### src/design/ycc2rgb_pkg.sv
// Shared types, register codes and fixed-point constants for the YCbCr to RGB converter.
// No dependencies. Every other design file refers to this package by scoped names.
`default_nettype none

package ycc2rgb_pkg;

  // Field and datapath widths
  localparam int SAMPLE_W    = 16;  // input sample word
  localparam int RGB_W       = 13;  // output channel field
  localparam int IN_TDATA_W  = 48;
  localparam int OUT_TDATA_W = 40;
  localparam int CFG_IDX_W   = 2;
  localparam int CFG_DATA_W  = 2;
  localparam int NUM_STAGES  = 5;

  localparam int VAL_W       = 10;  // extracted sample value
  localparam int HALF_W      = 9;   // den/2
  localparam int NUM_W       = 26;  // |v-off|*2^16 + den/2
  localparam int RECIP_W     = 29;  // ceil(2^36/den)
  localparam int RECIP_SHIFT = 36;
  localparam int PROD_N_W    = NUM_W + RECIP_W;
  localparam int MAG_W       = 19;
  localparam int NORM_W      = MAG_W + 1;  // signed Q16 sample
  localparam int COEF_W      = 17;
  localparam int PROD_W      = NORM_W + COEF_W + 1;
  localparam int ACC_W       = 40;

  // Register indexes
  localparam logic [CFG_IDX_W-1:0] REG_MATRIX  = 2'd0;
  localparam logic [CFG_IDX_W-1:0] REG_LIMITED = 2'd1;
  localparam logic [CFG_IDX_W-1:0] REG_FORMAT  = 2'd2;

  // matrix_standard codes
  localparam logic [1:0] MAT_BT709  = 2'd0;
  localparam logic [1:0] MAT_BT601  = 2'd1;
  localparam logic [1:0] MAT_BT2020 = 2'd2;

  // sample_format codes
  localparam logic [1:0] FMT_8BIT     = 2'd0;
  localparam logic [1:0] FMT_10B_LOW  = 2'd1;
  localparam logic [1:0] FMT_10B_HIGH = 2'd2;

  // Reciprocals: floor(N*ceil(2^36/d) >> 36) == floor(N/d) for every N < 2^26
  localparam longint unsigned PW = 64'd1 << RECIP_SHIFT;
  localparam logic [RECIP_W-1:0] RECIP_219  = RECIP_W'((PW + 64'd218)  / 64'd219);
  localparam logic [RECIP_W-1:0] RECIP_224  = RECIP_W'((PW + 64'd223)  / 64'd224);
  localparam logic [RECIP_W-1:0] RECIP_255  = RECIP_W'((PW + 64'd254)  / 64'd255);
  localparam logic [RECIP_W-1:0] RECIP_876  = RECIP_W'((PW + 64'd875)  / 64'd876);
  localparam logic [RECIP_W-1:0] RECIP_896  = RECIP_W'((PW + 64'd895)  / 64'd896);
  localparam logic [RECIP_W-1:0] RECIP_1023 = RECIP_W'((PW + 64'd1022) / 64'd1023);

  typedef struct packed {
    logic [1:0] matrix_standard;
    logic       limited_range;
    logic [1:0] sample_format;
  } cfg_t;

  typedef struct packed {
    logic [HALF_W-1:0]  half;
    logic [RECIP_W-1:0] recip;
  } norm_const_t;

  typedef struct packed {
    logic [COEF_W-1:0] cr_r;
    logic [COEF_W-1:0] cb_b;
    logic [COEF_W-1:0] cb_g;
    logic [COEF_W-1:0] cr_g;
  } coef_t;

  function automatic norm_const_t norm_const(input logic ten, input logic lim,
                                             input logic chroma);
    norm_const_t c;
    if (ten) begin
      if (!lim) c = '{half: 9'd511, recip: RECIP_1023};
      else if (chroma) c = '{half: 9'd448, recip: RECIP_896};
      else c = '{half: 9'd438, recip: RECIP_876};
    end else begin
      if (!lim) c = '{half: 9'd127, recip: RECIP_255};
      else if (chroma) c = '{half: 9'd112, recip: RECIP_224};
      else c = '{half: 9'd109, recip: RECIP_219};
    end
    return c;
  endfunction

  // Q16 inverse-matrix coefficients; unused code falls back to BT.709
  function automatic coef_t mat_coef(input logic [1:0] std);
    coef_t c;
    unique case (std)
      MAT_BT601:  c = '{cr_r: 17'd91881, cb_b: 17'd116130, cb_g: 17'd22553, cr_g: 17'd46802};
      MAT_BT2020: c = '{cr_r: 17'd96639, cb_b: 17'd123299, cb_g: 17'd10784, cr_g: 17'd37444};
      default:    c = '{cr_r: 17'd103206, cb_b: 17'd121609, cb_g: 17'd12276, cr_g: 17'd30679};
    endcase
    return c;
  endfunction

endpackage

`default_nettype wire

### src/design/ycc2rgb_matrix.sv
// Inverse color matrix: registered products, then registered Q32 channel sums.
// Two pipeline stages. Uses ycc2rgb_pkg.
`default_nettype none

module ycc2rgb_matrix (
  input  wire logic                                clk,
  input  wire logic                                en_c,
  input  wire logic                                en_d,
  input  wire ycc2rgb_pkg::cfg_t                   cfg,
  input  wire logic signed [ycc2rgb_pkg::NORM_W-1:0] y,
  input  wire logic signed [ycc2rgb_pkg::NORM_W-1:0] cb,
  input  wire logic signed [ycc2rgb_pkg::NORM_W-1:0] cr,
  output logic signed [ycc2rgb_pkg::ACC_W-1:0]     acc_r_r,
  output logic signed [ycc2rgb_pkg::ACC_W-1:0]     acc_g_r,
  output logic signed [ycc2rgb_pkg::ACC_W-1:0]     acc_b_r
);

  ycc2rgb_pkg::coef_t coef;
  logic signed [ycc2rgb_pkg::ACC_W-1:0]  yy_r;
  logic signed [ycc2rgb_pkg::PROD_W-1:0] p_rr_r, p_bb_r, p_bg_r, p_rg_r;

  assign coef = ycc2rgb_pkg::mat_coef(cfg.matrix_standard);

  always_ff @(posedge clk) begin
    if (en_c) begin
      yy_r   <= ycc2rgb_pkg::ACC_W'(y) <<< 16;
      p_rr_r <= cr * $signed({1'b0, coef.cr_r});
      p_bb_r <= cb * $signed({1'b0, coef.cb_b});
      p_bg_r <= cb * $signed({1'b0, coef.cb_g});
      p_rg_r <= cr * $signed({1'b0, coef.cr_g});
    end
  end

  always_ff @(posedge clk) begin
    if (en_d) begin
      acc_r_r <= yy_r + ycc2rgb_pkg::ACC_W'(p_rr_r);
      acc_g_r <= yy_r - ycc2rgb_pkg::ACC_W'(p_bg_r) - ycc2rgb_pkg::ACC_W'(p_rg_r);
      acc_b_r <= yy_r + ycc2rgb_pkg::ACC_W'(p_bb_r);
    end
  end

endmodule

`default_nettype wire

### config.mk
export PLATFORM = sky130hd
export DESIGN_NAME = ycc2rgb_matrix
export DESIGN_NICKNAME = d
export VERILOG_FILES = /design/src/design/ycc2rgb_pkg.sv /design/src/design/ycc2rgb_matrix.sv
export SDC_FILE = /design/constraint.sdc
export NUM_CORES = 2
export LEC_CHECK = 0
export ABC_AREA = 1
export BUFFER_PORTS_ARGS = -buffer_cell sky130_fd_sc_hd__clkbuf_2
export CORE_MARGIN = 8
export CORE_UTILIZATION = 45
export CTS_BUF_LIST = sky130_fd_sc_hd__clkbuf_4 sky130_fd_sc_hd__clkbuf_8
export CTS_CLUSTER_DIAMETER = 200
export DETAILED_ROUTE_END_ITERATION = 12
export GPL_TIMING_DRIVEN = 0
export RECOVER_POWER = 25
export SYNTH_ARGS = -nofsm -noshare
export SYNTH_HDL_FRONTEND = slang
export SYNTH_SLANG_ARGS = --single-unit
### constraint.sdc
create_clock -name clk -period 14.55 [get_ports clk]
set_clock_uncertainty 0.05 [all_clocks]
set_input_delay 4.365 -clock clk [delete_from_list [all_inputs] [get_ports clk]]
set_output_delay 4.365 -clock clk [all_outputs]
set_load 0.01 [all_outputs]
# Word level (Yosys, flattened, before mapping)
# Index checks and enable logic that the tools add are counted.
# Widths: inputs -> output; s select.
# word_totals
ff_bits	292
latchBits	0
mem_bits_rw	0
rom_bits	0
mem_count	0
# op_classes
n_addsub	4
multipliers	4
n_div	0
order_cmp	0
n_eq_ne	2
shifts	0
n_mux	1
bitwise_logic	0
reduce_logical	0
# op_table
op	n
$mul 20x18->38	4
$pmux 67 s2	1
$add 36x38->39	2
$sub 39x38->40	1
$sub 36x38->39	1
$eq 2x1->1 const B	1
$eq 2x2->1 const B	1

# Longest topological paths before layout
# logic_depth
word_depth	3
mapped_depth	31
ltp_nobuf	30

# Worst setup path after synthesis
# OpenSTA, ideal clock, no wires.
# synth_timing
kind	input -> register
from	input cfg[4] (netlist name)
to	register p_rr_r[36] (netlist name), data pin
setup_time_ps	252
t_arrival_ps	9894
t_required_ps	14248
setup_slack_ps	4354
cell_stages	25
path_buffers	2
cell_sequence	inv_1 -> ha_1 -> clkbuf_1 -> buf_2 -> nor2_1 -> inv_1 -> fa_1 -> o21ai_0 -> inv_1 -> fa_1 -> fa_1 -> inv_1 -> fa_1 -> inv_1 -> fa_1 -> inv_1 -> ha_1 -> nand2_1 -> nor2_1 -> inv_1 -> nor2_1 -> and2_1 -> nand2_1 -> nand3_1 -> nand2_1
# synth_via
elab_chain_cells	3
elab_cells_between_ends	4
# synth_rtl
element	line	source
start: declaration	ycc2rgb_matrix.sv:9	input wire ycc2rgb_pkg::cfg_t cfg,
$eq 2x2->1 / $eq 2x1->1 (equally long branches)	ycc2rgb_pkg.sv:88	unique case (std)
$pmux 67 s2 *	ycc2rgb_pkg.sv:88	
$mul 20x18->38 *	ycc2rgb_matrix.sv:27	p_rr_r <= cr * $signed({1'b0, coef.cr_r});
end signal: assignment	ycc2rgb_matrix.sv:27	
end: declaration	ycc2rgb_matrix.sv:20	logic signed [ycc2rgb_pkg::PROD_W-1:0] p_rr_r, p_bb_r, p_bg_r, p_rg_r;
# Every way passes the cells marked *; elsewhere a longest branch is shown, timed or not.
# A chain may end at the register's enable or synchronous reset.

# Final worst setup path
# layout_timing
from	input cfg[4] (netlist name)
to	register p_rr_r[31] (netlist name), data pin
# Same word-level chain as after synthesis.

==> impl_metrics.env <==
export IMPL_die_height_microns=377.3
export IMPL_antenna_found_initial=10
export IMPL_clk_latency_ps=670
export IMPL_ant_nets=0
export IMPL_clock_sinks=290
export IMPL_coreArea_sq_um=129500
export IMPL_synthAdderAreaFrac=0.4864
export IMPL_hp_class="reg2reg"
export IMPL_synth_edff_count=290
export IMPL_post_synth_top_area_cell="fa_1"
export IMPL_numCtsBuffers=49
export IMPL_via_per_inst=4.995
export IMPL_synth_area_leaders="fa_1, edfxtp_1, inv_1, ha_1, nand2_1"
export IMPL_netlist_area_leader_share=0.3550
export IMPL_ys_seq_area_frac=0.1482
export IMPL_wirelength_mm=191.9
export IMPL_grt_usage=0.2717
export IMPL_synth_async_reset_ratio=0
export IMPL_fin_tns_setup_ps=0
export IMPL_cp_common_cell="inv_1"
export IMPL_hpwlAfterDp_mm=171.1
export IMPL_crit_type="in2reg"
export IMPL_failed_checks="capacitance limit, slew limit"
export IMPL_dp_cells=8936
export IMPL_hold_viol_final=0
export IMPL_hold_ws_ps=367.5
export IMPL_grt_pass1_wl_mm=291.1
export IMPL_cts_resized=0
export IMPL_critPathCaptureType="register"
export IMPL_cts_tree="built"
export IMPL_crit_arrival_ps=12800
export IMPL_cts_root_buffer="clkbuf_8"
export IMPL_period_share=0.8566
export IMPL_cts_max_path_buffers=3
export IMPL_cp_slowest_cell="clkbuf_1"
export IMPL_gp_congestion=0.9828
export IMPL_max_freq_mhz=80.24
export IMPL_drive_above_1_share=0.04712
export IMPL_num_rows=132
export IMPL_drt_pass1_iter_count=6
export IMPL_avgSynthCellArea_sq_um=8.407
export IMPL_hold_buffers=0
export IMPL_setup_viol=0
export IMPL_status="finished with violations"
export IMPL_final_nets=8972
export IMPL_synth_mux_area_frac=0
export IMPL_maxSlewHeadroom=-1.552
export IMPL_ios=188
export IMPL_htreeDepth=2
export IMPL_routedWlPerCell_microns=21.25
export IMPL_synth_top_family_by_area="adder cells"
export IMPL_post_cts_buffers=0
export IMPL_synth_simple_area_share=0.1452
export IMPL_final_cells=9028
export IMPL_critPathMaxFanout=10
export IMPL_vias=45100
export IMPL_synth_ff_type="edfxtp_1"
export IMPL_synthXorXnorAreaFrac=0.02803
export IMPL_drc_errors=0
export IMPL_ys_types=43
export IMPL_postLayoutSetupSlackWorst_ps=2087
export IMPL_synthToLayoutAreaGrowth_pct=7.232
export IMPL_slowest_delay_ps=1020
export IMPL_synth_seq_cells=290
export IMPL_cp_start_kind="primary input"
export IMPL_syn_area_sq_um=58750
export IMPL_clkSlewWorstSetupHoldPaths_ps=60
export IMPL_gr_total_overflow=0
export IMPL_synthCells=6989
export IMPL_yosys_warnings=0
export IMPL_preCtsSetupSlack_ps=1617
export IMPL_port_buffers=184
export IMPL_cap_violations=1
export IMPL_grt_pass1_vias=47310
export IMPL_grt_max_degree=112
export IMPL_synth_compound_area_share=0.04868
export IMPL_die_x_microns=377.3
export IMPL_worst_slew_pin_slew_ps=3828
export IMPL_critPathRequiredTime_ps=14880
export IMPL_start_util=0.4538
export IMPL_design_die_area_sq_um=142400
export IMPL_drv_slew=62
export IMPL_rsz0062_at_grt="false"
export IMPL_post_route_min_period_ps=12460
export IMPL_first_iter_violations=4040
## cell usage after synthesis (2+ instances only)
cell,count
nand3b_1,4
and2_1,8
nor2_1,485
edfxtp_1,290
xnor2_1,32
nand2_1,1313
a31oi_1,7
a21o_1,18
o22ai_1,3
nand4_1,56
nor2_2,11
nand2_2,9
nor4_1,12
o21ai_1,4
buf_4,7
buf_2,16
ha_1,617
clkbuf_1,11
xor2_1,156
buf_1,2
a21boi_0,15
fa_1,1042
o21ai_2,3
inv_1,2182
or2_2,20
nor3_1,21
nand3_1,159
nor3_2,6
buf_6,2
inv_2,5
o21bai_1,65
o21ai_0,151
nor2_4,4
a21oi_1,244
## kinds of logic (layout without fill, tap and decap cells)
group,count (synthesis),in the layout
XOR/XNOR,188,188
AO/OA/AOI/OAI,514,514
adder cells (fa/ha/maj),1659,1659
flip-flops,290,290
buffers and inverters,2227,2500
other,1,25
AND/OR/NAND/NOR,2110,2110
## registers in the layout, indices dropped and copies added, names as in the netlist
signal	flops
yy_r	20
acc_g_r	40
p_bb_r	38
p_rg_r	38
p_bg_r	38
acc_b_r	39
acc_r_r	39
p_rr_r	38
## path summary, 6_finish.rpt
check / start / endpoint / slack, ps / depth (start not counted)
max: cfg[4] / p_rr_r[31] / 2090 / 25
min: p_bb_r[14] / acc_b_r[14] / 370 / 0
max reg2reg: p_rg_r[1] / acc_g_r[23] / 11110 / 15
min reg2reg: p_bb_r[14] / acc_b_r[14] / 370 / 0
## worst max-delay path, delay by kind of cell
family	cells	cell delay, ps
adders and majority gates	7	3780
buffers and inverters	9	2790
and+or+nand+nor	8	1270
AOI/OAI and AO/OA	1	540
## metal layers
layer	wire length (microns)	track usage	vias up
met5	13	0	-
met3	17090	0.05881	227
met2	83500	0.4214	1602
met1	86960	0.3923	22110
li1	-	-	21160
met4	4305	0.05774	2
## metrics by stage
step                      instance area [sq um]  utilization
final                                     63000       0.4866
after global routing                      62990       0.4865
after detailed placement                  62020       0.4790
after CTS                                 63030       0.4868
after floorplan                           58820            -
after global placement                    61920       0.4782
## placed cells by master, fill, tap and decap left out, types with 5 or more instances in the layout
cell	Yosys	layout
ha_1	617	617
conb_1	1	19
a21oi_1	244	244
buf_4	7	7
xnor2_1	32	32
and2_1	8	6
or2_2	20	20
o21bai_1	65	65
xor2_1	156	155
inv_2	5	5
clkbuf_1	11	18
nand2_1	1313	1313
clkbuf_2	0	177
nor2_2	11	10
nor3_2	6	6
o21ai_0	151	151
inv_1	2182	2182
fa_1	1042	1042
nand2_2	9	9
clkinv_2	0	5
clkbuf_8	0	50
edfxtp_1	290	290
diode_2	0	6
clkbuf_4	0	12
nand4_1	56	56
nor4_1	12	12
nor2_1	485	486
nor3_1	21	21
nand3_1	159	160
buf_2	16	16
a21o_1	18	18
a21boi_0	15	15
a31oi_1	7	7
clkinv_1	1	10
## final cells by class
type / count / area (sq um)
Clock buffer: 62 / 778.2
Sequential cell: 290 / 8708
Multi-Input combinational cell: 4490 / 41690
Fill cell: 12950 / 66480
Timing Repair Buffer: 187 / 982.2
Clock inverter: 24 / 231.5
Antenna cell: 6 / 15.01
Inverter: 2189 / 8219
Buffer: 38 / 203.9
Tap cell: 1742 / 2180
Power is left out: the tool's default activity adds up to more than one toggle a clock period on the data nets, which glitch-free logic cannot reach.
