$ cat src/design/ycc2rgb_pkg.sv
// Shared types, register codes and fixed-point constants for the YCbCr to RGB converter.
// No dependencies. Every other design file refers to this package by scoped names.
`default_nettype none

package ycc2rgb_pkg;

  // Field and datapath widths
  localparam int SAMPLE_W    = 16;  // input sample word
  localparam int RGB_W       = 13;  // output channel field
  localparam int IN_TDATA_W  = 48;
  localparam int OUT_TDATA_W = 40;
  localparam int CFG_IDX_W   = 2;
  localparam int CFG_DATA_W  = 2;
  localparam int NUM_STAGES  = 5;

  localparam int VAL_W       = 10;  // extracted sample value
  localparam int HALF_W      = 9;   // den/2
  localparam int NUM_W       = 26;  // |v-off|*2^16 + den/2
  localparam int RECIP_W     = 29;  // ceil(2^36/den)
  localparam int RECIP_SHIFT = 36;
  localparam int PROD_N_W    = NUM_W + RECIP_W;
  localparam int MAG_W       = 19;
  localparam int NORM_W      = MAG_W + 1;  // signed Q16 sample
  localparam int COEF_W      = 17;
  localparam int PROD_W      = NORM_W + COEF_W + 1;
  localparam int ACC_W       = 40;

  // Register indexes
  localparam logic [CFG_IDX_W-1:0] REG_MATRIX  = 2'd0;
  localparam logic [CFG_IDX_W-1:0] REG_LIMITED = 2'd1;
  localparam logic [CFG_IDX_W-1:0] REG_FORMAT  = 2'd2;

  // matrix_standard codes
  localparam logic [1:0] MAT_BT709  = 2'd0;
  localparam logic [1:0] MAT_BT601  = 2'd1;
  localparam logic [1:0] MAT_BT2020 = 2'd2;

  // sample_format codes
  localparam logic [1:0] FMT_8BIT     = 2'd0;
  localparam logic [1:0] FMT_10B_LOW  = 2'd1;
  localparam logic [1:0] FMT_10B_HIGH = 2'd2;

  // Reciprocals: floor(N*ceil(2^36/d) >> 36) == floor(N/d) for every N < 2^26
  localparam longint unsigned PW = 64'd1 << RECIP_SHIFT;
  localparam logic [RECIP_W-1:0] RECIP_219  = RECIP_W'((PW + 64'd218)  / 64'd219);
  localparam logic [RECIP_W-1:0] RECIP_224  = RECIP_W'((PW + 64'd223)  / 64'd224);
  localparam logic [RECIP_W-1:0] RECIP_255  = RECIP_W'((PW + 64'd254)  / 64'd255);
  localparam logic [RECIP_W-1:0] RECIP_876  = RECIP_W'((PW + 64'd875)  / 64'd876);
  localparam logic [RECIP_W-1:0] RECIP_896  = RECIP_W'((PW + 64'd895)  / 64'd896);
  localparam logic [RECIP_W-1:0] RECIP_1023 = RECIP_W'((PW + 64'd1022) / 64'd1023);

  typedef struct packed {
    logic [1:0] matrix_standard;
    logic       limited_range;
    logic [1:0] sample_format;
  } cfg_t;

  typedef struct packed {
    logic [HALF_W-1:0]  half;
    logic [RECIP_W-1:0] recip;
  } norm_const_t;

  typedef struct packed {
    logic [COEF_W-1:0] cr_r;
    logic [COEF_W-1:0] cb_b;
    logic [COEF_W-1:0] cb_g;
    logic [COEF_W-1:0] cr_g;
  } coef_t;

  function automatic norm_const_t norm_const(input logic ten, input logic lim,
                                             input logic chroma);
    norm_const_t c;
    if (ten) begin
      if (!lim) c = '{half: 9'd511, recip: RECIP_1023};
      else if (chroma) c = '{half: 9'd448, recip: RECIP_896};
      else c = '{half: 9'd438, recip: RECIP_876};
    end else begin
      if (!lim) c = '{half: 9'd127, recip: RECIP_255};
      else if (chroma) c = '{half: 9'd112, recip: RECIP_224};
      else c = '{half: 9'd109, recip: RECIP_219};
    end
    return c;
  endfunction

  // Q16 inverse-matrix coefficients; unused code falls back to BT.709
  function automatic coef_t mat_coef(input logic [1:0] std);
    coef_t c;
    unique case (std)
      MAT_BT601:  c = '{cr_r: 17'd91881, cb_b: 17'd116130, cb_g: 17'd22553, cr_g: 17'd46802};
      MAT_BT2020: c = '{cr_r: 17'd96639, cb_b: 17'd123299, cb_g: 17'd10784, cr_g: 17'd37444};
      default:    c = '{cr_r: 17'd103206, cb_b: 17'd121609, cb_g: 17'd12276, cr_g: 17'd30679};
    endcase
    return c;
  endfunction

endpackage

`default_nettype wire

$ cat src/design/ycc2rgb_out.sv
// Output stage: round Q32 accumulators to OUT_FRAC_BITS, clamp to 0..1.0, register.
// One pipeline stage. Uses ycc2rgb_pkg.
`default_nettype none

module ycc2rgb_out #(
  parameter int OUT_FRAC_BITS = 12
) (
  input  wire logic                                  clk,
  input  wire logic                                  en_e,
  input  wire logic signed [ycc2rgb_pkg::ACC_W-1:0]  acc_r,
  input  wire logic signed [ycc2rgb_pkg::ACC_W-1:0]  acc_g,
  input  wire logic signed [ycc2rgb_pkg::ACC_W-1:0]  acc_b,
  output logic [ycc2rgb_pkg::RGB_W-1:0]              red_r,
  output logic [ycc2rgb_pkg::RGB_W-1:0]              green_r,
  output logic [ycc2rgb_pkg::RGB_W-1:0]              blue_r
);

  localparam int SHIFT = 32 - OUT_FRAC_BITS;
  localparam logic [ycc2rgb_pkg::ACC_W-1:0] ROUND = ycc2rgb_pkg::ACC_W'(1) << (SHIFT - 1);
  localparam logic [ycc2rgb_pkg::ACC_W-1:0] FULL  = ycc2rgb_pkg::ACC_W'(1) << OUT_FRAC_BITS;

  function automatic logic [ycc2rgb_pkg::RGB_W-1:0] to_out(
      input logic signed [ycc2rgb_pkg::ACC_W-1:0] acc);
    logic [ycc2rgb_pkg::ACC_W-1:0] sh;
    logic [ycc2rgb_pkg::ACC_W-1:0] sat;
    sh  = ($unsigned(acc) + ROUND) >> SHIFT;
    sat = (sh > FULL) ? FULL : sh;
    // non-positive accumulators clamp to black
    if (acc[ycc2rgb_pkg::ACC_W-1] || acc == '0) sat = '0;
    return sat[ycc2rgb_pkg::RGB_W-1:0];
  endfunction

  always_ff @(posedge clk) begin
    if (en_e) begin
      red_r   <= to_out(acc_r);
      green_r <= to_out(acc_g);
      blue_r  <= to_out(acc_b);
    end
  end

endmodule

`default_nettype wire

$ cat config.mk
export PLATFORM = sky130hd
export DESIGN_NAME = ycc2rgb_out
export DESIGN_NICKNAME = d
export VERILOG_FILES = /design/src/design/ycc2rgb_pkg.sv /design/src/design/ycc2rgb_out.sv
export SDC_FILE = /design/constraint.sdc
export NUM_CORES = 1
export LEC_CHECK = 0
export BUFFER_PORTS_ARGS = -buffer_cell sky130_fd_sc_hd__buf_2
export CAP_MARGIN = 20
export CORE_MARGIN = 8
export CORE_UTILIZATION = 48
export CTS_CLUSTER_DIAMETER = 150
export DETAILED_ROUTE_END_ITERATION = 8
export MAX_ROUTING_LAYER = met4
export PLACE_DENSITY_LB_ADDON = 0.15
export SYNTH_ARGS = -nofsm -noshare
export SYNTH_HDL_FRONTEND = slang
export SYNTH_SLANG_ARGS = --single-unit
$ cat constraint.sdc
create_clock -name clk -period 2.7 [get_ports clk]
set_input_delay 0.54 -clock clk [delete_from_list [all_inputs] [get_ports clk]]
set_output_delay 0.54 -clock clk [all_outputs]
set_load 0.05 [all_outputs]
* After elaboration in Yosys (flattened, before gate mapping)
Cells that the tools add are included.
Word-level totals: flip-flop bits (word level) 39, word-level logic and storage cells 24
Cells by class: add/subtract/negate cells 3, magnitude comparators 3, mux-type cells 3, reductions and logical operators 9
Operators by type and width (number):
- 40-bit by 20-bit adder with 40-bit output (second input constant) | 3
- 40-bit zero test | 3
- 20-bit by 13-bit greater-than comparator with 1-bit output (second input constant) | 3
- 13-bit two-way mux | 3
- 2-bit OR reduction | 3
- 1-bit logical OR | 3

* Logic depth before layout (Yosys ltp)
Gate-level depths: netlist (run 1).
word-level depth 3, depth in mapped cells 9, depth with buffers taken out 7

* Least setup slack after synthesis (run 1)
Ideal clock, no wire load.
path kind input to register, start point in acc_b[19] (netlist name), end point reg blue_r[12] (netlist name) (data pin), arrival 2.265 ns, data required time 2.446 ns, path slack 0.181 ns, stages 8, buffers on the path 1, path through ha_1 > nand4_1 > nor4_1 > xor2_1 > nor4_1 > o21ai_2 > buf_4 > o21a_1
Between the ends: cells in the longest elaborated chain, start to end 3, elaborated cells on any way between the ends 5, those cells by class add/sub: 1; order compare: 1; mux: 1; reduce/logical: 2
RTL lines:
- start: declaration | RTL line ycc2rgb_out.sv:12 | input wire logic signed [ycc2rgb_pkg::ACC_W-1:0] acc_b,
- 40-bit by 20-bit adder with 40-bit output | RTL line ycc2rgb_out.sv:26 | sh = ($unsigned(acc) + ROUND) >> SHIFT;
- 20-bit by 13-bit greater-than comparator with 1-bit output | RTL line ycc2rgb_out.sv:27 | sat = (sh > FULL) ? FULL : sh;
- 13-bit two-way mux | RTL line ycc2rgb_out.sv:27
- end signal: assignment | RTL line ycc2rgb_out.sv:37 | blue_r <= to_out(acc_b);
- end: declaration | RTL line ycc2rgb_out.sv:15 | output logic [ycc2rgb_pkg::RGB_W-1:0] blue_r
Parallel ways exist; a longest one is shown, timed or not. A chain may end at the register's enable or synchronous reset.

* Worst setup path in the final report (run 1)
start point in acc_b[19] (netlist name), end point reg blue_r[7] (netlist name) (data pin)
Between the ends: cells in the longest elaborated chain, start to end 3, elaborated cells on any way between the ends 5, those cells by class add/sub: 1; order compare: 1; reduce/logical: 3
RTL lines (RTL line):
- 40-bit by 20-bit adder with 40-bit output or 40-bit zero test (tied branches) | ycc2rgb_out.sv:26, ycc2rgb_out.sv:29
- 20-bit by 13-bit greater-than comparator with 1-bit output or 1-bit logical OR (tied branches) | ycc2rgb_out.sv:27, ycc2rgb_out.sv:29
- 2-bit OR reduction (no line)
Parallel ways exist; a longest one is shown, timed or not.

==> results.sh, run 1 <==
export IMPL_vias=3830
export IMPL_period_minus_slack_ps=2341
export IMPL_drt_vias_per_instance=5.674
export IMPL_area_growth_pct=32.86
export IMPL_grt_max_degree=40
export IMPL_hold_viol_final=0
export IMPL_ys_flop_type="edfxtp_1"
export IMPL_finalPower_uw=1795
export IMPL_end_kind="flop"
export IMPL_drive_gt1_frac=0.3802
export IMPL_p_leak_uw=0.001776
export IMPL_clkSlewWorstSetupHoldPaths_ps=80
export IMPL_required_ps=2800
export IMPL_slew_headroom=0.4498
export IMPL_highest_layer="met4"
export IMPL_numClockSinks=39
export IMPL_ioPinCount=161
export IMPL_maxCapViolCount=0
export IMPL_ys_seq_area_frac=0.3307
export IMPL_holdBufCountCts=0
export IMPL_start_kind="input pin"
export IMPL_grt_pass1_wl_mm=16.66
export IMPL_synth_area_mm2=0.003541
export IMPL_rsz0062_at_grt="no"
export IMPL_yosysWarnings=0
export IMPL_async_flop_share=0
export IMPL_synth_cells=407
export IMPL_vdd_drop_max_mv=0.2111
export IMPL_initial_core_util=0.4908
export IMPL_drtIter0Drc=133
export IMPL_cts_buffers=5
export IMPL_hold_class="input pin to flop"
export IMPL_grt_usage=0.2035
export IMPL_drc=0
export IMPL_outcome="finished, final reports clean"
export IMPL_criticalPathCategory="input pin to flop"
export IMPL_grt_pass1_vias=3791
export IMPL_syn_area_per_cell_um2=8.700
export IMPL_hpwl_mm=8.769
export IMPL_ys_types=60
export IMPL_wl_mm=10.46
export IMPL_antenna_cells=0
export IMPL_met2WireLength_mm=5.458
export IMPL_ys_seq_elements=39
export IMPL_crit_end="blue_r[7]"
export IMPL_tightest_slew_ps=825.3
export IMPL_dieHeight_um=101.9
export IMPL_postCtsSetupBuffers=0
export IMPL_overflow=0
export IMPL_synth_edf_count=39
export IMPL_power_density_mw_per_mm2=381.7
export IMPL_grt_antenna_before_repair=0
export IMPL_slew_viol_final=0
export IMPL_htreeDepth=2
export IMPL_max_freq_mhz=427.1
export IMPL_fp_dieW_um=101.9
export IMPL_finalSetupTns_ps=0
export IMPL_timing_final_crit_share=0.8672
export IMPL_cts_buffer_depth=2
export IMPL_cts_tree="built"
export IMPL_wl_per_cell_um=15.49
export IMPL_startpoint="acc_b[19]"
export IMPL_wl_met3_um=563
export IMPL_drt_met1_wl_mm=4.190
export IMPL_arrival_ps=2440
export IMPL_drt_first_pass_iters=4
export IMPL_finalSetupViolations=0
export IMPL_fp_row_count=31
export IMPL_final_nets=700
export IMPL_core_area_mm2=0.007214
export IMPL_postRouteAntennaNets=0
export IMPL_dieArea_mm2=0.01038
export IMPL_gp_congestion=0.9174
export IMPL_synth_nets=532
export IMPL_cts_repair_resized=0
export IMPL_root_buffer="clkbuf_8"
export IMPL_crit_fanout=11
export IMPL_place_port_buffers=160
-- power breakdown --
group | leakage [µW] | internal, µW | total [µW] | switching (µW)
registers | 0.000371 | 696 | 704 | 8.30
logic | 0.00134 | 174 | 502 | 328
clock network | 0.0000644 | 369 | 589 | 221
-- cell usage in the layout (no fill, tap or decap), types with 3 or more instances in the layout --
cell type	n
nor4_1	38
edfxtp_1	39
nand4_1	18
mux2i_1	3
or2_2	3
buf_4	23
a211oi_1	4
inv_1	10
nor3_2	5
o21ai_0	9
nand2_1	40
a31oi_1	5
buf_2	160
buf_12	3
xnor2_1	28
xor2_1	20
ha_1	3
nor3_1	33
or3_1	6
a21oi_1	5
and4_1	5
and3_1	9
o31ai_1	4
nor2_1	26
nand3_1	26
clkbuf_8	5
-- final cells by class --
cell class	count	area, µm²
repair buffers	186	1033
fillers	673	2510
multi-input cells	333	2202
well taps	99	123.9
clock inverters	3	67.56
clock buffers	5	68.82
inverters	10	37.54
flip-flops and latches	39	1171
-- kinds of logic after synthesis --
group,Yosys count,synth area share
flip-flops,39,0.3307
multiplexers,4,0.01166
buffers and inverters,35,0.04735
AO/OA/AOI/OAI,51,0.1124
XOR/XNOR,48,0.1187
AND/OR/NAND/NOR,227,0.3686
adder cells (fa/ha/maj),3,0.01060
-- worst min-delay path by stage --
stage / slack, ps / cells after the start / start / endpoint
floorplan: 650 / 0 / en_e / blue_r[0]
CTS: 670 / 3 / acc_r[39] / red_r[12]
finish: 680 / 3 / acc_r[23] / red_r[3]
global route: 680 / 3 / acc_r[39] / red_r[12]
global placement: 980 / 3 / acc_r[23] / red_r[3]
detailed placement: 990 / 3 / acc_r[23] / red_r[3]
-- routing by layer --
metal / up-vias / track usage
met5: - / -
met4: 0 / 0.08239
met3: 19 / 0.02589
met2: 143 / 0.3617
met1: 1751 / 0.2255
li1: 1917 / -
-- flip-flops by register name, summed over array words and instances (netlist names) --
register  count
blue_r       13
green_r      13
red_r        13
-- worst max-delay path: stages --
cell and delay [ps]:
buf_2 120, ha_1 200, nand4_1 160, nor4_1 260, buf_4 170, xor2_1 50
nor4_1 300, o21ai_2 170, buf_12 170, a2111oi_2 290
-- stage by stage --
| stage | setup WS (ps) | hold WS (ps) | std cells | utilization | cell area [µm²] |
|---|---|---|---|---|---|
| floorplan | 180.8 | 652.5 | 407 | - | 3541 |
| global placement | 120.9 | 976.3 | 667 | 0.6332 | 4568 |
| detailed placement | 59.81 | 986.8 | 667 | 0.6332 | 4568 |
| CTS | 362.7 | 673.1 | 675 | 0.6521 | 4705 |
| global route | 150.4 | 681.4 | 675 | 0.6521 | 4705 |
| finish | 358.5 | 677.7 | 675 | 0.6521 | 4705 |
-- synth_stat cells (all sizes together), types with 4 or more instances --
cell,number,area (µm²)
a21oi,6,33.78
edfxtp,39,1171
xor2,20,175.2
and4,5,43.79
a41oi,4,61.32
a31oi,5,31.28
and3,9,56.30
a211oi,4,30.03
buf,18,101.3
xnor2,28,245.2
inv,10,37.54
nand3,27,147.6
clkbuf,7,28.78
nand2,40,150.1
o21ai,10,53.80
nand4,20,155.2
nor2,27,103.9
o31ai,4,30.03
nor3,38,215.2
or3,7,45.05
nor4,41,284.0
(Power assumes the default switching activity.)
==> run 2, diff against run 1 <==
- clock period: 2.7 -> 2.25 ns (I/O delays scaled with it)
==> results.sh, run 2 (synthesized netlist as in run 1, its figures left out) <==
export IMPL_dp_cells=736
export IMPL_dieArea_mm2=0.01038
export IMPL_drive_gt1_frac=0.4691
export IMPL_slew_headroom=0.6668
export IMPL_p_leak_uw=0.002125
export IMPL_max_freq_mhz=446.4
export IMPL_ioPinCount=161
export IMPL_cts_buffer_depth=2
export IMPL_core_area_mm2=0.007214
export IMPL_postRouteAntennaNets=0
export IMPL_grt_max_degree=40
export IMPL_clkSlewWorstSetupHoldPaths_ps=80
export IMPL_p_sw_uw=685.8
export IMPL_hold_class="input pin to flop"
export IMPL_vdd_drop_max_mv=0.2295
export IMPL_end_kind="flop"
export IMPL_fp_row_count=31
export IMPL_final_nets=772
export IMPL_p_int_uw=1327
export IMPL_drc=0
export IMPL_final_util=0.7340
export IMPL_cts_buffers=5
export IMPL_start_kind="input pin"
export IMPL_grt_busiest_layer="met2"
export IMPL_drt_vias_per_instance=5.711
export IMPL_root_buffer="clkbuf_8"
export IMPL_slew_viol_final=0
export IMPL_criticalPathCategory="input pin to flop"
export IMPL_placed_area_mm2=0.005112
export IMPL_slowest_delay_ps=330
export IMPL_switching_share=0.3407
export IMPL_antenna_cells=0
export IMPL_required_ps=2380
export IMPL_htreeDepth=2
export IMPL_fp_dieW_um=101.9
export IMPL_arrival_ps=2370
export IMPL_final_cells=747
export IMPL_tightest_slew_ps=499.9
export IMPL_seqPwrFrac=0.420
export IMPL_cpMaxStageDelayCell="nor3_1"
export IMPL_numClockSinks=39
export IMPL_area_growth_pct=49.54
export IMPL_cts_tree="built"
export IMPL_timing_final_crit_share=0.9955
export IMPL_drt_first_pass_iters=5
export IMPL_dp_slack_ps=-333.4
export IMPL_crit_fanout=8
export IMPL_combinationalPowerShare=0.348
export IMPL_hold_path_end="blue_r[12]"
export IMPL_top_regs="blue_r: 13 flops, green_r: 13 flops, red_r: 13 flops"
export IMPL_hold_start="acc_b[39]"
export IMPL_power_density_mw_per_mm2=380.2
export IMPL_critical_path_cell_chain="buf_2 > ha_4 > nand4_4 > buf_4 > nor3_1 > nand3_1 > a22oi_1 > a41oi_4 > nor3b_2"
export IMPL_fillers=575
export IMPL_layout_common_cells="160 x buf_2, 96 x buf_4, 40 x nand2_1"
export IMPL_hold_viol_final=0
export IMPL_fin_ws_ps=10.03
export IMPL_grtUsageMet1=0.2569
export IMPL_grt_usage=0.2294
export IMPL_place_port_buffers=160
export IMPL_grtUsageMet3=0.03815
export IMPL_wl_mm=11.83
export IMPL_vias=4266
export IMPL_hold_path_cell_count=3
export IMPL_hold_ws_ps=615.7
export IMPL_maxCapViolCount=0
export IMPL_drtIter0Drc=153
export IMPL_grt_use_met2=0.4004
export IMPL_outcome="finished, final reports clean"
export IMPL_finalSetupViolations=0
export IMPL_final_common_cell="buf_2"
export IMPL_wl_per_cell_um=15.84
export IMPL_overflow=0
export IMPL_grt_pass1_vias=4175
export IMPL_dieHeight_um=101.9
export IMPL_gp_congestion=0.9324
export IMPL_grt_pass1_wl_mm=18.70
export IMPL_hpwl_mm=9.734
export IMPL_period_minus_slack_ps=2240
export IMPL_clockPowerShare=0.231
export IMPL_final_area_mm2=0.005295
export IMPL_grt_antenna_before_repair=0
export IMPL_initial_core_util=0.4908
==> run 2: changes by cell type in the layout (fill, tap and decap cells not counted), sizes merged <==
cell	change
clkinv	+2
buf	+72
inv	+1
bufinv	-2
clkinvlp	-1
==> run 2: cell type report <==
type / instances / area (µm²) / area share
multi-input combinational: 333 / 2315 / 0.4371
sequential: 39 / 1171 / 0.2212
clock buffer: 5 / 68.82 / 0.01300
timing repair buffer: 258 / 1562 / 0.2949
clock inverter: 3 / 17.52 / 0.003308
inverter: 10 / 37.54 / 0.007089
tap: 99 / 123.9 / 0.02339
==> run 2: through the flow <==
step	setup TNS (ps)	total power (µW)
floorplan	-11.15	1214
global placement	-3465	1532
detailed placement	-6357	1545
CTS	0	2006
global route	-298.9	2105
finish	0	2013
==> run 2: power by group through the flow <==
stage          Clock, µW  Sequential, µW  Combinational (µW)
2_1_floorplan          0            1000                 211
3_3_place_gp           0             863                 669
3_5_place_dp           0             862                 683
4_1_cts              472             846                 688
5_1_grt              506             849                 750
6_report             466             846                 701
==> run 2: per-layer routing <==
layer  part of all wire  routed length [µm]
met5                  0                   0
met4              0.029                 339
met2               0.51                6023
met3              0.067                 792
met1               0.40                4675
==> run 2: repair_timing <==
action                                  4_1_cts  5_1_grt
hold buffers                                  0        0
resized for setup                             2       10
pin swaps                                     0        5
endpoints found under the setup margin       10       31
buffers inserted                              0        3
gates cloned                                  0        0
==> run 2: worst max-delay path, delay by kind of cell <==
family | cells | cell delay, ps
compound gates | 2 | 580
simple gates | 4 | 860
buf+inv | 2 | 320
fa+ha+maj | 1 | 160
==> run 2: worst max-delay path by stage <==
stage / startpoint / endpoint / slack (ps) / cells after the start
2_1_floorplan: acc_b[19] / blue_r[12] / -10 / 8
3_3_place_gp: acc_b[19] / blue_r[7] / -210 / 9
3_5_place_dp: acc_b[19] / blue_r[5] / -330 / 9
4_1_cts: acc_b[19] / blue_r[5] / 20 / 9
5_1_grt: acc_r[19] / red_r[0] / -70 / 9
6_report: acc_r[19] / red_r[0] / 10 / 9
