## src/design/ycc2rgb_pkg.sv

```systemverilog
// Shared types, register codes and fixed-point constants for the YCbCr to RGB converter.
// No dependencies. Every other design file refers to this package by scoped names.
`default_nettype none

package ycc2rgb_pkg;

  // Field and datapath widths
  localparam int SAMPLE_W    = 16;  // input sample word
  localparam int RGB_W       = 13;  // output channel field
  localparam int IN_TDATA_W  = 48;
  localparam int OUT_TDATA_W = 40;
  localparam int CFG_IDX_W   = 2;
  localparam int CFG_DATA_W  = 2;
  localparam int NUM_STAGES  = 5;

  localparam int VAL_W       = 10;  // extracted sample value
  localparam int HALF_W      = 9;   // den/2
  localparam int NUM_W       = 26;  // |v-off|*2^16 + den/2
  localparam int RECIP_W     = 29;  // ceil(2^36/den)
  localparam int RECIP_SHIFT = 36;
  localparam int PROD_N_W    = NUM_W + RECIP_W;
  localparam int MAG_W       = 19;
  localparam int NORM_W      = MAG_W + 1;  // signed Q16 sample
  localparam int COEF_W      = 17;
  localparam int PROD_W      = NORM_W + COEF_W + 1;
  localparam int ACC_W       = 40;

  // Register indexes
  localparam logic [CFG_IDX_W-1:0] REG_MATRIX  = 2'd0;
  localparam logic [CFG_IDX_W-1:0] REG_LIMITED = 2'd1;
  localparam logic [CFG_IDX_W-1:0] REG_FORMAT  = 2'd2;

  // matrix_standard codes
  localparam logic [1:0] MAT_BT709  = 2'd0;
  localparam logic [1:0] MAT_BT601  = 2'd1;
  localparam logic [1:0] MAT_BT2020 = 2'd2;

  // sample_format codes
  localparam logic [1:0] FMT_8BIT     = 2'd0;
  localparam logic [1:0] FMT_10B_LOW  = 2'd1;
  localparam logic [1:0] FMT_10B_HIGH = 2'd2;

  // Reciprocals: floor(N*ceil(2^36/d) >> 36) == floor(N/d) for every N < 2^26
  localparam longint unsigned PW = 64'd1 << RECIP_SHIFT;
  localparam logic [RECIP_W-1:0] RECIP_219  = RECIP_W'((PW + 64'd218)  / 64'd219);
  localparam logic [RECIP_W-1:0] RECIP_224  = RECIP_W'((PW + 64'd223)  / 64'd224);
  localparam logic [RECIP_W-1:0] RECIP_255  = RECIP_W'((PW + 64'd254)  / 64'd255);
  localparam logic [RECIP_W-1:0] RECIP_876  = RECIP_W'((PW + 64'd875)  / 64'd876);
  localparam logic [RECIP_W-1:0] RECIP_896  = RECIP_W'((PW + 64'd895)  / 64'd896);
  localparam logic [RECIP_W-1:0] RECIP_1023 = RECIP_W'((PW + 64'd1022) / 64'd1023);

  typedef struct packed {
    logic [1:0] matrix_standard;
    logic       limited_range;
    logic [1:0] sample_format;
  } cfg_t;

  typedef struct packed {
    logic [HALF_W-1:0]  half;
    logic [RECIP_W-1:0] recip;
  } norm_const_t;

  typedef struct packed {
    logic [COEF_W-1:0] cr_r;
    logic [COEF_W-1:0] cb_b;
    logic [COEF_W-1:0] cb_g;
    logic [COEF_W-1:0] cr_g;
  } coef_t;

  function automatic norm_const_t norm_const(input logic ten, input logic lim,
                                             input logic chroma);
    norm_const_t c;
    if (ten) begin
      if (!lim) c = '{half: 9'd511, recip: RECIP_1023};
      else if (chroma) c = '{half: 9'd448, recip: RECIP_896};
      else c = '{half: 9'd438, recip: RECIP_876};
    end else begin
      if (!lim) c = '{half: 9'd127, recip: RECIP_255};
      else if (chroma) c = '{half: 9'd112, recip: RECIP_224};
      else c = '{half: 9'd109, recip: RECIP_219};
    end
    return c;
  endfunction

  // Q16 inverse-matrix coefficients; unused code falls back to BT.709
  function automatic coef_t mat_coef(input logic [1:0] std);
    coef_t c;
    unique case (std)
      MAT_BT601:  c = '{cr_r: 17'd91881, cb_b: 17'd116130, cb_g: 17'd22553, cr_g: 17'd46802};
      MAT_BT2020: c = '{cr_r: 17'd96639, cb_b: 17'd123299, cb_g: 17'd10784, cr_g: 17'd37444};
      default:    c = '{cr_r: 17'd103206, cb_b: 17'd121609, cb_g: 17'd12276, cr_g: 17'd30679};
    endcase
    return c;
  endfunction

endpackage

`default_nettype wire

```

## src/design/ycc2rgb_norm.sv

```systemverilog
// One channel of range normalization: sample extract, offset, divide by a constant.
// Two pipeline stages. Uses ycc2rgb_pkg.
`default_nettype none

module ycc2rgb_norm (
  input  wire logic                              clk,
  input  wire logic                              en_a,
  input  wire logic                              en_b,
  input  wire ycc2rgb_pkg::cfg_t                 cfg,
  input  wire logic                              is_chroma,
  input  wire logic [ycc2rgb_pkg::SAMPLE_W-1:0]  sample,
  output logic signed [ycc2rgb_pkg::NORM_W-1:0]  q_r
);

  logic [ycc2rgb_pkg::VAL_W-1:0]    val;
  logic                             ten;
  logic [ycc2rgb_pkg::VAL_W-1:0]    off;
  logic signed [ycc2rgb_pkg::VAL_W:0] diff;
  logic [ycc2rgb_pkg::VAL_W-1:0]    mag;
  ycc2rgb_pkg::norm_const_t         nc;

  logic [ycc2rgb_pkg::NUM_W-1:0]    num_r, num_nxt;
  logic [ycc2rgb_pkg::RECIP_W-1:0]  recip_r;
  logic                             neg_r;

  logic [ycc2rgb_pkg::PROD_N_W-1:0] prod;
  logic [ycc2rgb_pkg::MAG_W-1:0]    qmag;
  logic signed [ycc2rgb_pkg::NORM_W-1:0] q_nxt;

  always_comb begin
    unique case (cfg.sample_format)
      ycc2rgb_pkg::FMT_10B_LOW: begin
        val = sample[9:0];
        ten = 1'b1;
      end
      ycc2rgb_pkg::FMT_10B_HIGH: begin
        val = sample[15:6];
        ten = 1'b1;
      end
      default: begin
        val = {2'b00, sample[7:0]};
        ten = 1'b0;
      end
    endcase

    if (ten) off = is_chroma ? 10'd512 : (cfg.limited_range ? 10'd64 : 10'd0);
    else     off = is_chroma ? 10'd128 : (cfg.limited_range ? 10'd16 : 10'd0);

    diff = $signed({1'b0, val}) - $signed({1'b0, off});
    mag  = diff[ycc2rgb_pkg::VAL_W] ? ycc2rgb_pkg::VAL_W'(-diff)
                                    : diff[ycc2rgb_pkg::VAL_W-1:0];
    nc   = ycc2rgb_pkg::norm_const(ten, cfg.limited_range, is_chroma);
    // round half away from zero: work on the magnitude, sign applied later
    num_nxt = {mag, 16'd0} + ycc2rgb_pkg::NUM_W'(nc.half);
  end

  always_ff @(posedge clk) begin
    if (en_a) begin
      num_r   <= num_nxt;
      recip_r <= nc.recip;
      neg_r   <= diff[ycc2rgb_pkg::VAL_W];
    end
  end

  always_comb begin
    prod  = num_r * recip_r;
    qmag  = prod[ycc2rgb_pkg::RECIP_SHIFT +: ycc2rgb_pkg::MAG_W];
    q_nxt = neg_r ? -$signed({1'b0, qmag}) : $signed({1'b0, qmag});
  end

  always_ff @(posedge clk) begin
    if (en_b) q_r <= q_nxt;
  end

endmodule

`default_nettype wire

```

## config.mk

```make
export PLATFORM = sky130hd
export DESIGN_NAME = ycc2rgb_norm
export DESIGN_NICKNAME = d
export VERILOG_FILES = /design/src/design/ycc2rgb_pkg.sv /design/src/design/ycc2rgb_norm.sv
export SDC_FILE = /design/constraint.sdc
export NUM_CORES = 1
export LEC_CHECK = 0
export ABC_CLOCK_PERIOD_IN_PS = 17800
export BUFFER_PORTS_ARGS = -buffer_cell sky130_fd_sc_hd__buf_2
export CELL_PAD_IN_SITES_DETAIL_PLACEMENT = 1
export CELL_PAD_IN_SITES_GLOBAL_PLACEMENT = 2
export CORE_MARGIN = 1.5
export CORE_UTILIZATION = 40
export CTS_CLUSTER_DIAMETER = 80
export DETAILED_ROUTE_END_ITERATION = 12
export MAX_ROUTING_LAYER = met4
export PLACE_DENSITY_LB_ADDON = 0.05
export SYNTH_ARGS = -nofsm -noshare
export SYNTH_HDL_FRONTEND = slang
export SYNTH_SLANG_ARGS = --single-unit
```

## constraint.sdc

```tcl
create_clock -name clk -period 17.8 [get_ports clk]
set_input_delay 0.89 -clock clk [delete_from_list [all_inputs] [get_ports clk]]
set_output_delay 0.89 -clock clk [all_outputs]
set_load 0.01 [all_outputs]
```

# == Word-level counts from Yosys, hierarchy flattened ==
# Cells that the tools add are included.
# word_totals
ff_bits,76
in_bits,25
output_inout_bits,20
word_cells,27
# op_classes
n_addsub,4
mul,1
eq_ne,2
muxes,14
reduce_logical,1
# ops
op,count
2-to-1 mux 36 bit,2
2-to-1 mux 34 bit,2
multiplier 26 x 29 -> 55 bit,1
2-to-1 mux 38 bit,1
2-to-1 mux 10 bit,3
adder 26 x 9 -> 26 bit,1
negator 19 -> 20 bit,1
case mux 10 bit (2 select lines),1
2-to-1 mux 19 bit,1
subtractor 10 x 10 -> 11 bit,1
negator 10 bit,1
2-to-1 mux 8 bit,1
2-to-1 mux 7 bit,1
2-to-1 mux 5 bit,1
"equality test 2 x 1 -> 1 bit, second input constant",1
"equality test 2 bit, second input constant",1
OR reduction 2 bit,1
2-to-1 mux 1 bit,1

# == Longest topological paths before layout ==
# Gate-level depths: netlist (run 1).
# logic_depth
word_depth,8
ltp_mapped,30
depth_no_buf,28

# == Worst setup path before layout (run 1) ==
# Ideal clock, no wire load.
# synth_path
path_type,reg2reg
from,register recip_r[23] in the netlist's numbering
to,"register q_r[13] in the netlist's numbering, data pin"
setup_time_ns,0.268
arrival_ns,7.895
required_ns,17.532
path_slack_ns,9.637
stages_incl_launch_ff,26
path_buffers,1
period_less_slack_ns,8.163
path_cell_list,edfxtp_1 clkbuf_1 nand2_1 fa_1 fa_1 inv_1 fa_1 fa_1 inv_1 fa_1 inv_1 fa_1 inv_1 fa_1 inv_1 ha_1 nand4_2 or4_1 or4_1 o2111a_2 nand2_1 xor2_1 or4_4 or4b_4 o41ai_2 xnor2_1
# synth_via
elab_chain_cells,3
# synth_rtl
element,line_no,text
"start, declared",ycc2rgb_norm.sv:23,logic [ycc2rgb_pkg::RECIP_W-1:0] recip_r;
"start signal, assigned",ycc2rgb_norm.sv:60,recip_r <= nc.recip;
multiplier 26 x 29 -> 55 bit (*),ycc2rgb_norm.sv:66,prod = num_r * recip_r;
negator 19 -> 20 bit,ycc2rgb_norm.sv:68,"q_nxt = neg_r ? -$signed({1'b0, qmag}) : $signed({1'b0, qmag});"
2-to-1 mux 19 bit (*),ycc2rgb_norm.sv:68,
"named net q_nxt, one bit",ycc2rgb_norm.sv:28,logic signed [ycc2rgb_pkg::NORM_W-1:0] q_nxt;
"end signal, assigned",ycc2rgb_norm.sv:72,if (en_b) q_r <= q_nxt;
"end, declared",ycc2rgb_norm.sv:12,output logic signed [ycc2rgb_pkg::NORM_W-1:0] q_r
# The timed path passes the listed nets; every way through them passes the cells marked *.
# A chain may end at the register's enable or synchronous reset.

# == Final worst setup path (run 1) ==
# layout_path
from,register recip_r[25] in the netlist's numbering
to,"register q_r[13] in the netlist's numbering, data pin"
# Same word-level chain as after synthesis.

==> flow_metrics.tcl, run 1 <==
set metrics [dict create \
    viasPerCell 5.16 \
    synth_nets 2760 \
    worstPathRequired_ns 17.86 \
    end_kind "register" \
    skew_ns 0.0165 \
    drive_above_1_share_pct 3.99 \
    cts_setup_buffers 0 \
    finalSetupViolCount 0 \
    synth_compound_gate_area_share_pct 6.82 \
    max_freq_ghz 0.104 \
    start_util_pct 40.4 \
    r2r_cells 25 \
    detail_route.iter0.violations 567 \
    cts_root_buffer "clkbuf_16" \
    timing.final.crit_share_pct 54.1 \
    routed_wl_mm 59.5 \
    synthMuxAreaShare_pct 0.221 \
    hold_path.class "primary input to register" \
    synth_cells 2076 \
    die_w_um 222 \
    synthToLayoutAreaGrowth_pct 4.99 \
    gp_congestion 0.844 \
    cts_resized 0 \
    avgSynthCellArea_um2 9.27 \
    yosys-top-cells-area "fa_1, ha_1, inv_1" \
    tritoncts "built" \
    netlist_top_cells_count "inv_1, fa_1, ha_1" \
    drc 0 \
    clock-sinks 52 \
    outcome "finished, final reports clean" \
    crit_type "register to register" \
    core_area_mm2 0.0476 \
    vias 13900 \
    nNetsFinal 2762 \
    period_minus_slack_ns 9.64 \
    finalSetupTns_ns 0 \
    critPathMaxFanout 17 \
    antenna_found_initial 6 \
    grt_use_total_pct 25.8 \
    pre_cts_ws_ns 8.19 \
    synth_edf_count 52 \
    synth_top_area_share_pct 37.7 \
    cp_data_arrival_time_ns 9.70 \
    rows 80 \
    ys_seq_area_share_pct 8.11 \
    ys_seq_elements 52 \
    worst_slew_pin_slew_ns 1.11 \
    wire_per_inst_um 22.0 \
    slew_violations 0 \
    nFillCells 5558 \
    ys_warn_count 0 \
    synth_xor_xnor_area_share_pct 2.28 \
    io_pins 45 \
    fp.dieH_um 222 \
    fp.dieArea_mm2 0.0494 \
    async_flop_share_pct 0 \
    rsz0062_at_grt "false" \
    fin_util_pct 42.4 \
    synth_area_mm2 0.0192 \
    clkTransAtPathRegs_ns 0.09 \
    hpwl_mm 51.7 \
    portBuffers 42 \
    max_slew_margin_pct 25.2 \
    synth_most_common_cell "inv_1" \
    hold_viol 0 \
    drv_cap 0 \
    holdBufCountCts 0 \
    synth_simple_gate_area_share_pct 13.1 \
    first_global_vias 15800 \
    firstDrtPassIters 5 \
    ant_nets 0 \
    ys.flop_type "edfxtp_1" \
    synth_top_family_by_area "adder cells" \
    clk_latency_ns 0.32 \
    synth-adder-area-share_pct 57.0 \
    numCtsBuffers 5 \
    grt_overflow 0 \
    cp-start-kind "register" \
    clock_path_buffers 2 \
    synth.largest_area_cell "fa_1" \
    grt_pass1_wl_mm 92.7 \
    yosys.cell_types.count 71 \
    final.setup.worst_slack_ns 8.16 \
    hold_depth 3 \
    grt_max_degree 33 \
    cts.htree.levels 2 \
]
[metal layers]
layer	GRT usage [%]	part of all wire (%)	routed length, um
met3	1.12	2.7	1610
met1	31.4	41	24600
met2	45.9	52	31200
met5	-	0	0
met4	8.73	3.6	2110
[sequential cells by signal (all words and copies together) (netlist names)]
signal   cells
num_r       17
q_r         20
neg_r        1
recip_r     14
[area by class of cell]
type	count	area [um2]	share of cell area [%]
antenna	5	12.5	0.0619
clock buffer	6	129	0.638
clock inverter	2	16.3	0.0805
inverter	580	2180	10.8
multi-input combinational	1389	15300	75.6
sequential	52	1560	7.73
tap	615	769	3.81
timing repair buffer	50	270	1.34
[path summary, 6_finish.rpt]
path | slack [ns] | end | start
max | 8.16 | q_r[13] | recip_r[25]
min | 0.91 | num_r[16] | sample[0]
max reg2reg | 8.16 | q_r[13] | recip_r[25]
min reg2reg | 1.15 | q_r[18] | neg_r
[per-stage QoR]
stage | hold WS, ns | instances | instance area, um2
6_report | 0.914 | 2699 | 20200
5_1_grt | 0.945 | 2695 | 20200
4_1_cts | 0.912 | 2694 | 20200
3_5_place_dp | 1.14 | 2686 | 20000
3_3_place_gp | 1.12 | 2686 | 20000
2_1_floorplan | 0.601 | 2076 | 19200
[critical path: stages (launching register included)]
cell and delay (ns):
edfxtp_1 0.98, and2_1 0.51, inv_1 0.11, fa_1 0.49, fa_1 0.49, inv_1 0.05, fa_1 0.40, fa_1 0.51
inv_1 0.05, fa_1 0.48, inv_1 0.05, fa_1 0.47, inv_1 0.05, fa_1 0.61, inv_1 0.07, ha_1 0.39
nand4_2 0.17, or4_1 0.69, or4_1 0.60, o2111a_2 0.35, nand2_1 0.09, xor2_1 0.12, or4_4 0.55, or4b_4 0.58
o41ai_2 0.39, xnor2_1 0.11
[cell usage in the layout (no fill, tap or decap), drive strengths merged, types with 11 or more instances in the layout]
cell type | netlist | routed
inv | 579 | 579
fa | 362 | 362
ha | 297 | 297
and2 | 174 | 174
nand2 | 158 | 158
a21oi | 61 | 61
edfxtp | 52 | 52
o21ai | 52 | 52
buf | 9 | 50
xnor2 | 39 | 39
nor2 | 37 | 37
nand3 | 20 | 20
nand4 | 19 | 19
nor3 | 15 | 15
xor2 | 11 | 11
[cells by family after synthesis]
kind of cell / after synthesis
AO/OA/AOI/OAI: 201
XOR/XNOR: 50
adder cells (fa/ha/maj): 659
buffers and inverters: 635
flip-flops: 52
multiplexers: 4
AND/OR/NAND/NOR: 475
Power of run 1 is not shown: default switching activity piles up to over one toggle a cycle in this logic, so the estimate is an artifact.
==> run 2, diff against run 1 <==
ABC_CLOCK_PERIOD_IN_PS = 7800   (was 17800)
CORE_UTILIZATION = 39   (was 40)
clock period = 7.8 ns   (was 17.8 ns; I/O delays follow)
==> run 2 against run 1 <==
Against the previous run:
- the run now ends with setup timing left
- first-iteration DRC count increased by 5.8%
- setup slack got worse by 8.5 ns
- via count increased by 7.9%
- count of clock-buffer cells in the layout decreased by 1
- utilization increased by 5.0 points
- die area increased by 2.5%
- clock skew decreased by 0.0028 ns
- routed wire length increased by 7.7%
- non-clock buffer count increased by 301
- sequential share of layout area decreased by 0.98 points
- worst hold slack got worse by 0.51 ns
- cell count increased by 13%
- highest routed layer unchanged
==> flow_metrics.tcl, run 2 (same netlist as run 1, synthesis figures left out) <==
set metrics [dict create \
    numCtsBuffers 5 \
    clock-sinks 52 \
    first_global_vias 17000 \
    finalNonFillerCells 3044 \
    tritoncts "built" \
    multi_input_area_mm2 0.0157 \
    wire_per_inst_um 21.1 \
    reg_top3 "q_r (20), num_r (17), recip_r (14)" \
    start_util_pct 39.4 \
    nFillCells 5650 \
    nNetsFinal 3063 \
    hold_viol 0 \
    largest_reg_flops 20 \
    path_buf_inv 6 \
    worstPathRequired_ns 7.90 \
    final.setup.worst_slack_ns -0.332 \
    seq_area_mm2 0.00156 \
    max_slew_margin_pct 17.4 \
    finalInstanceArea_mm2 0.0231 \
    cp-start-kind "register" \
    hold_path.class "primary input to register" \
    gp_congestion 0.899 \
    grt_overflow 0 \
    fp.dieArea_mm2 0.0507 \
    grt_use_total_pct 27.2 \
    pre_cts_ws_ns -0.454 \
    worst_slew_pin_slew_ns 1.24 \
    firstDrtPassIters 5 \
    clock_path_buffers 2 \
    critPathMaxFanout 7 \
    crit_type "register to register" \
    period_minus_slack_ns 8.13 \
    hpwl_mm 57.3 \
    placedCellCount 3013 \
    grt_max_degree 33 \
    crit_family "adder cells" \
    viasPerCell 4.94 \
    end_kind "register" \
    layout_common_cells "inv_1, fa_1, buf_4" \
    post_dp_cell_area_mm2 0.0224 \
    cts_root_buffer "clkbuf_16" \
    rsz0062_at_grt "true" \
    top_register "q_r" \
    drc 0 \
    critPathSlowestCell "fa_1" \
    portBuffers 42 \
    grt_pass1_wl_mm 99.8 \
    antenna_found_initial 1 \
    drv_cap 0 \
    core_area_mm2 0.0488 \
    clkTransAtPathRegs_ns 0.09 \
    antennaDiodeCount 0 \
    fp.dieH_um 225 \
    slew_violations 0 \
    ant_nets 0 \
    vias 15000 \
    routed_wl_mm 64.1 \
    die_w_um 225 \
    io_pins 45 \
    clk_latency_ns 0.33 \
    cts.htree.levels 2 \
    drive_above_1_share_pct 19.5 \
    critPathMostFrequentCell "fa_1" \
    violations "setup timing" \
    timing.final.crit_share_pct 104 \
    max_freq_ghz 0.123 \
    rows 81 \
    slowest_delay_ns 0.57 \
    outcome "complete, but fails checks" \
    skew_ns 0.0137 \
    finalSetupViolCount 10 \
    synthToLayoutAreaGrowth_pct 20.3 \
    final_common_cell "inv_1" \
    detail_route.iter0.violations 600 \
    cp_data_arrival_time_ns 8.23 \
]
[run 2: metal layers]
layer  vias up  global-route usage (%)  routed length [um]  share of wire [%]
li1       7005                       -                   -                  -
met1      7792                    33.1               27300                 43
met2       175                    48.8               33900                 53
met3        73                    1.42                 942                1.5
met4         0                    7.30                1900                3.0
met5         -                       -                   0                  0
[run 2: final timing paths]
check | cells after the start | startpoint | endpoint | slack [ns]
max | 25 | recip_r[6] | q_r[19] | -0.33
min | 3 | sample[0] | num_r[16] | 0.40
max reg2reg | 25 | recip_r[6] | q_r[19] | -0.33
min reg2reg | 2 | neg_r | q_r[13] | 1.31
[run 2: metrics by stage]
step           utilization (%)  TNS (ns)  hold slack [ns]
2_1_floorplan                -         0            0.502
3_3_place_gp              45.8     -1.90            0.730
3_5_place_dp              45.8     -3.61            0.731
4_1_cts                   46.8     -1.85            0.382
5_1_grt                   47.4     -4.41            0.426
6_report                  47.4     -2.57            0.400
[run 2: worst min-delay path, stage by stage]
cell and delay (ns):
buf_2 0.08, a22oi_1 0.09, inv_1 0.07
[run 2: final cells by class]
cell class / instances / share of cell area (%)
clock buffers: 5 / 0.541
clock inverters: 3 / 0.146
inverters: 580 / 9.41
multi-input cells: 1389 / 68.0
flip-flops and latches: 52 / 6.75
well taps: 664 / 3.59
repair buffers: 351 / 11.5
[run 2: repair_timing]
item	4_1_cts	5_1_grt
resized for setup	47	53
hold buffers	0	0
pin swaps	21	36
setup endpoints to repair	13	16
setup buffers	11	12
cloned	1	0
Power of run 2 is left out for the same reason.
==> run 3, diff against run 2 <==
PLACE_DENSITY_LB_ADDON = 0.15   (was 0.05)
==> run 3 against run 2 <==
Against the previous run:
- first-iteration DRC count decreased by 16%
- critical endpoint is now q_r[13]
- the run still ends with setup timing left
- maximum frequency increased by 0.84%
- register-to-register slack improved by 0.07 ns
==> flow_metrics.tcl, run 3 (same netlist as run 1, synthesis figures left out) <==
set metrics [dict create \
    outcome "complete, but fails checks" \
    violations "setup timing" \
    first_global_vias 17200 \
    drc 0 \
    path_buf_inv 5 \
    grt_max_degree 33 \
    slew_violations 0 \
    tritoncts "built" \
    rows 81 \
    max_freq_ghz 0.124 \
    grt_pass1_wl_mm 98.9 \
    clkTransAtPathRegs_ns 0.10 \
    antenna_found_initial 0 \
    final_common_cell "inv_1" \
    critPathMostFrequentCell "fa_1" \
    rsz0062_at_grt "true" \
    r2r_start "num_r[17]" \
    worst_slew_pin_slew_ns 1.22 \
    grt_use_total_pct 26.8 \
    finalInstanceArea_mm2 0.0231 \
    worstPathRequired_ns 7.89 \
    core_area_mm2 0.0488 \
    vias 15100 \
    grt_overflow 0 \
    cp_data_arrival_time_ns 8.16 \
    r2r_cells 24 \
    drive_above_1_share_pct 20.2 \
    r2r-end "q_r[13]" \
    end_kind "register" \
    fp.dieArea_mm2 0.0507 \
    crit_chain "buf_6 > and2_4 > fa_1 > fa_1 > inv_2 > fa_1 > inv_1 > fa_1 > inv_1 > fa_1 > inv_1 > fa_1 > fa_2 > ha_4 > nand4_1 > or4_4 > or4_4 > o2111a_2 > o21a_1 > xnor2_2 > a211o_1 > or4b_4 > o41ai_4 > xnor2_1" \
    largest_reg_flops 20 \
    detail_route.iter0.violations 507 \
    gp_congestion 0.909 \
    critPathMaxFanout 5 \
    synthToLayoutAreaGrowth_pct 20.1 \
    clock_path_buffers 2 \
    crit_end "q_r[13]" \
    clock-sinks 52 \
    drv_cap 0 \
    hold_path.class "primary input to register" \
    finalSetupViolCount 9 \
    hold_viol 0 \
    crit_family "adder cells" \
    crit_path_start "num_r[17]" \
    cts_root_buffer "clkbuf_16" \
    slowest_delay_ns 0.63 \
    numCtsBuffers 5 \
    nFillCells 5711 \
    r2r_slack_ns -0.26 \
    top_register "q_r" \
    portBuffers 42 \
    timing.final.crit_share_pct 103 \
    start_util_pct 39.4 \
    hpwl_mm 56.3 \
    cts.htree.levels 2 \
    reg_top3 "q_r (20), num_r (17), recip_r (14)" \
    finalNonFillerCells 3037 \
    crit_type "register to register" \
    fp.dieH_um 225 \
    final.setup.worst_slack_ns -0.265 \
    placedCellCount 2996 \
    wire_per_inst_um 20.8 \
    path_depth 24 \
    max_slew_margin_pct 18.6 \
    clk_latency_ns 0.33 \
    skew_ns 0.0210 \
    nNetsFinal 3055 \
    viasPerCell 4.96 \
    cp-start-kind "register" \
    post_dp_cell_area_mm2 0.0222 \
    period_minus_slack_ns 8.06 \
    layout_common_cells "inv_1, fa_1, ha_1" \
    io_pins 45 \
    firstDrtPassIters 4 \
    die_w_um 225 \
    critPathSlowestCell "or4b_4" \
    ant_nets 0 \
    routed_wl_mm 63.3 \
    holdBufCountCts 0 \
]
-- run 3: cell types whose count changed in the layout (fill, tap and decap cells not counted), moves of 5 or more --
cell and delta:
buf_6 +9, buf_4 -11, buf_12 -5, fa_2 +10
fa_1 -10
-- run 3: repair_timing --
item | 4_1_cts | 5_1_grt
hold endpoints to repair | 0 | 0
setup buffers | 13 | 19
pin swaps | 39 | 34
setup endpoints to repair | 11 | 14
gates resized for setup | 58 | 62
-- run 3: layout make-up --
class | count | area (um2) | share of cell area, %
diodes | 1 | 2.50 | 0.0108
clock buffers | 5 | 125 | 0.541
clock inverters | 3 | 26.3 | 0.114
inverters | 580 | 2180 | 9.42
multi-input cells | 1389 | 15800 | 68.4
flip-flops and latches | 52 | 1560 | 6.76
well taps | 664 | 831 | 3.59
repair buffers | 343 | 2570 | 11.1
-- run 3: per-stage QoR --
step	setup slack [ns]	utilization (%)	hold slack [ns]	setup TNS, ns
floorplan	0.0301	-	0.502	0
global placement	-0.313	45.5	0.729	-2.08
detailed placement	-0.441	45.5	0.730	-3.48
CTS	-0.235	46.5	0.385	-1.44
global route	-0.421	47.3	0.423	-3.18
finish	-0.265	47.3	0.396	-1.61
-- run 3: metal layers --
metal / GRT usage, % / wire length (um)
met3: 1.40 / 1120
met1: 32.3 / 26800
met2: 47.4 / 32600
met5: - / 0
met4: 9.94 / 2740
-- run 3: worst reg2reg max path, stage by stage, from the launching register on --
cell and delay, ns:
edfxtp_1 0.52, buf_6 0.18, and2_4 0.14, fa_1 0.46, fa_1 0.53, inv_2 0.04
fa_1 0.53, inv_1 0.06, fa_1 0.48, inv_1 0.05, fa_1 0.49, inv_1 0.06
fa_1 0.52, fa_2 0.50, ha_4 0.29, nand4_1 0.12, or4_4 0.53, or4_4 0.44
o2111a_2 0.31, o21a_1 0.21, xnor2_2 0.14, a211o_1 0.25, or4b_4 0.63, o41ai_4 0.25
xnor2_1 0.11
-- run 3: worst min path at each step --
stage	start	endpoint	slack, ns	cells after the start
detailed placement	sample[0]	num_r[16]	0.73	3
global placement	sample[0]	num_r[16]	0.73	3
floorplan	en_a	neg_r	0.50	0
finish	sample[0]	num_r[16]	0.40	3
CTS	sample[0]	num_r[16]	0.38	3
global route	sample[0]	num_r[16]	0.42	3
Power of run 3 is left out for the same reason.
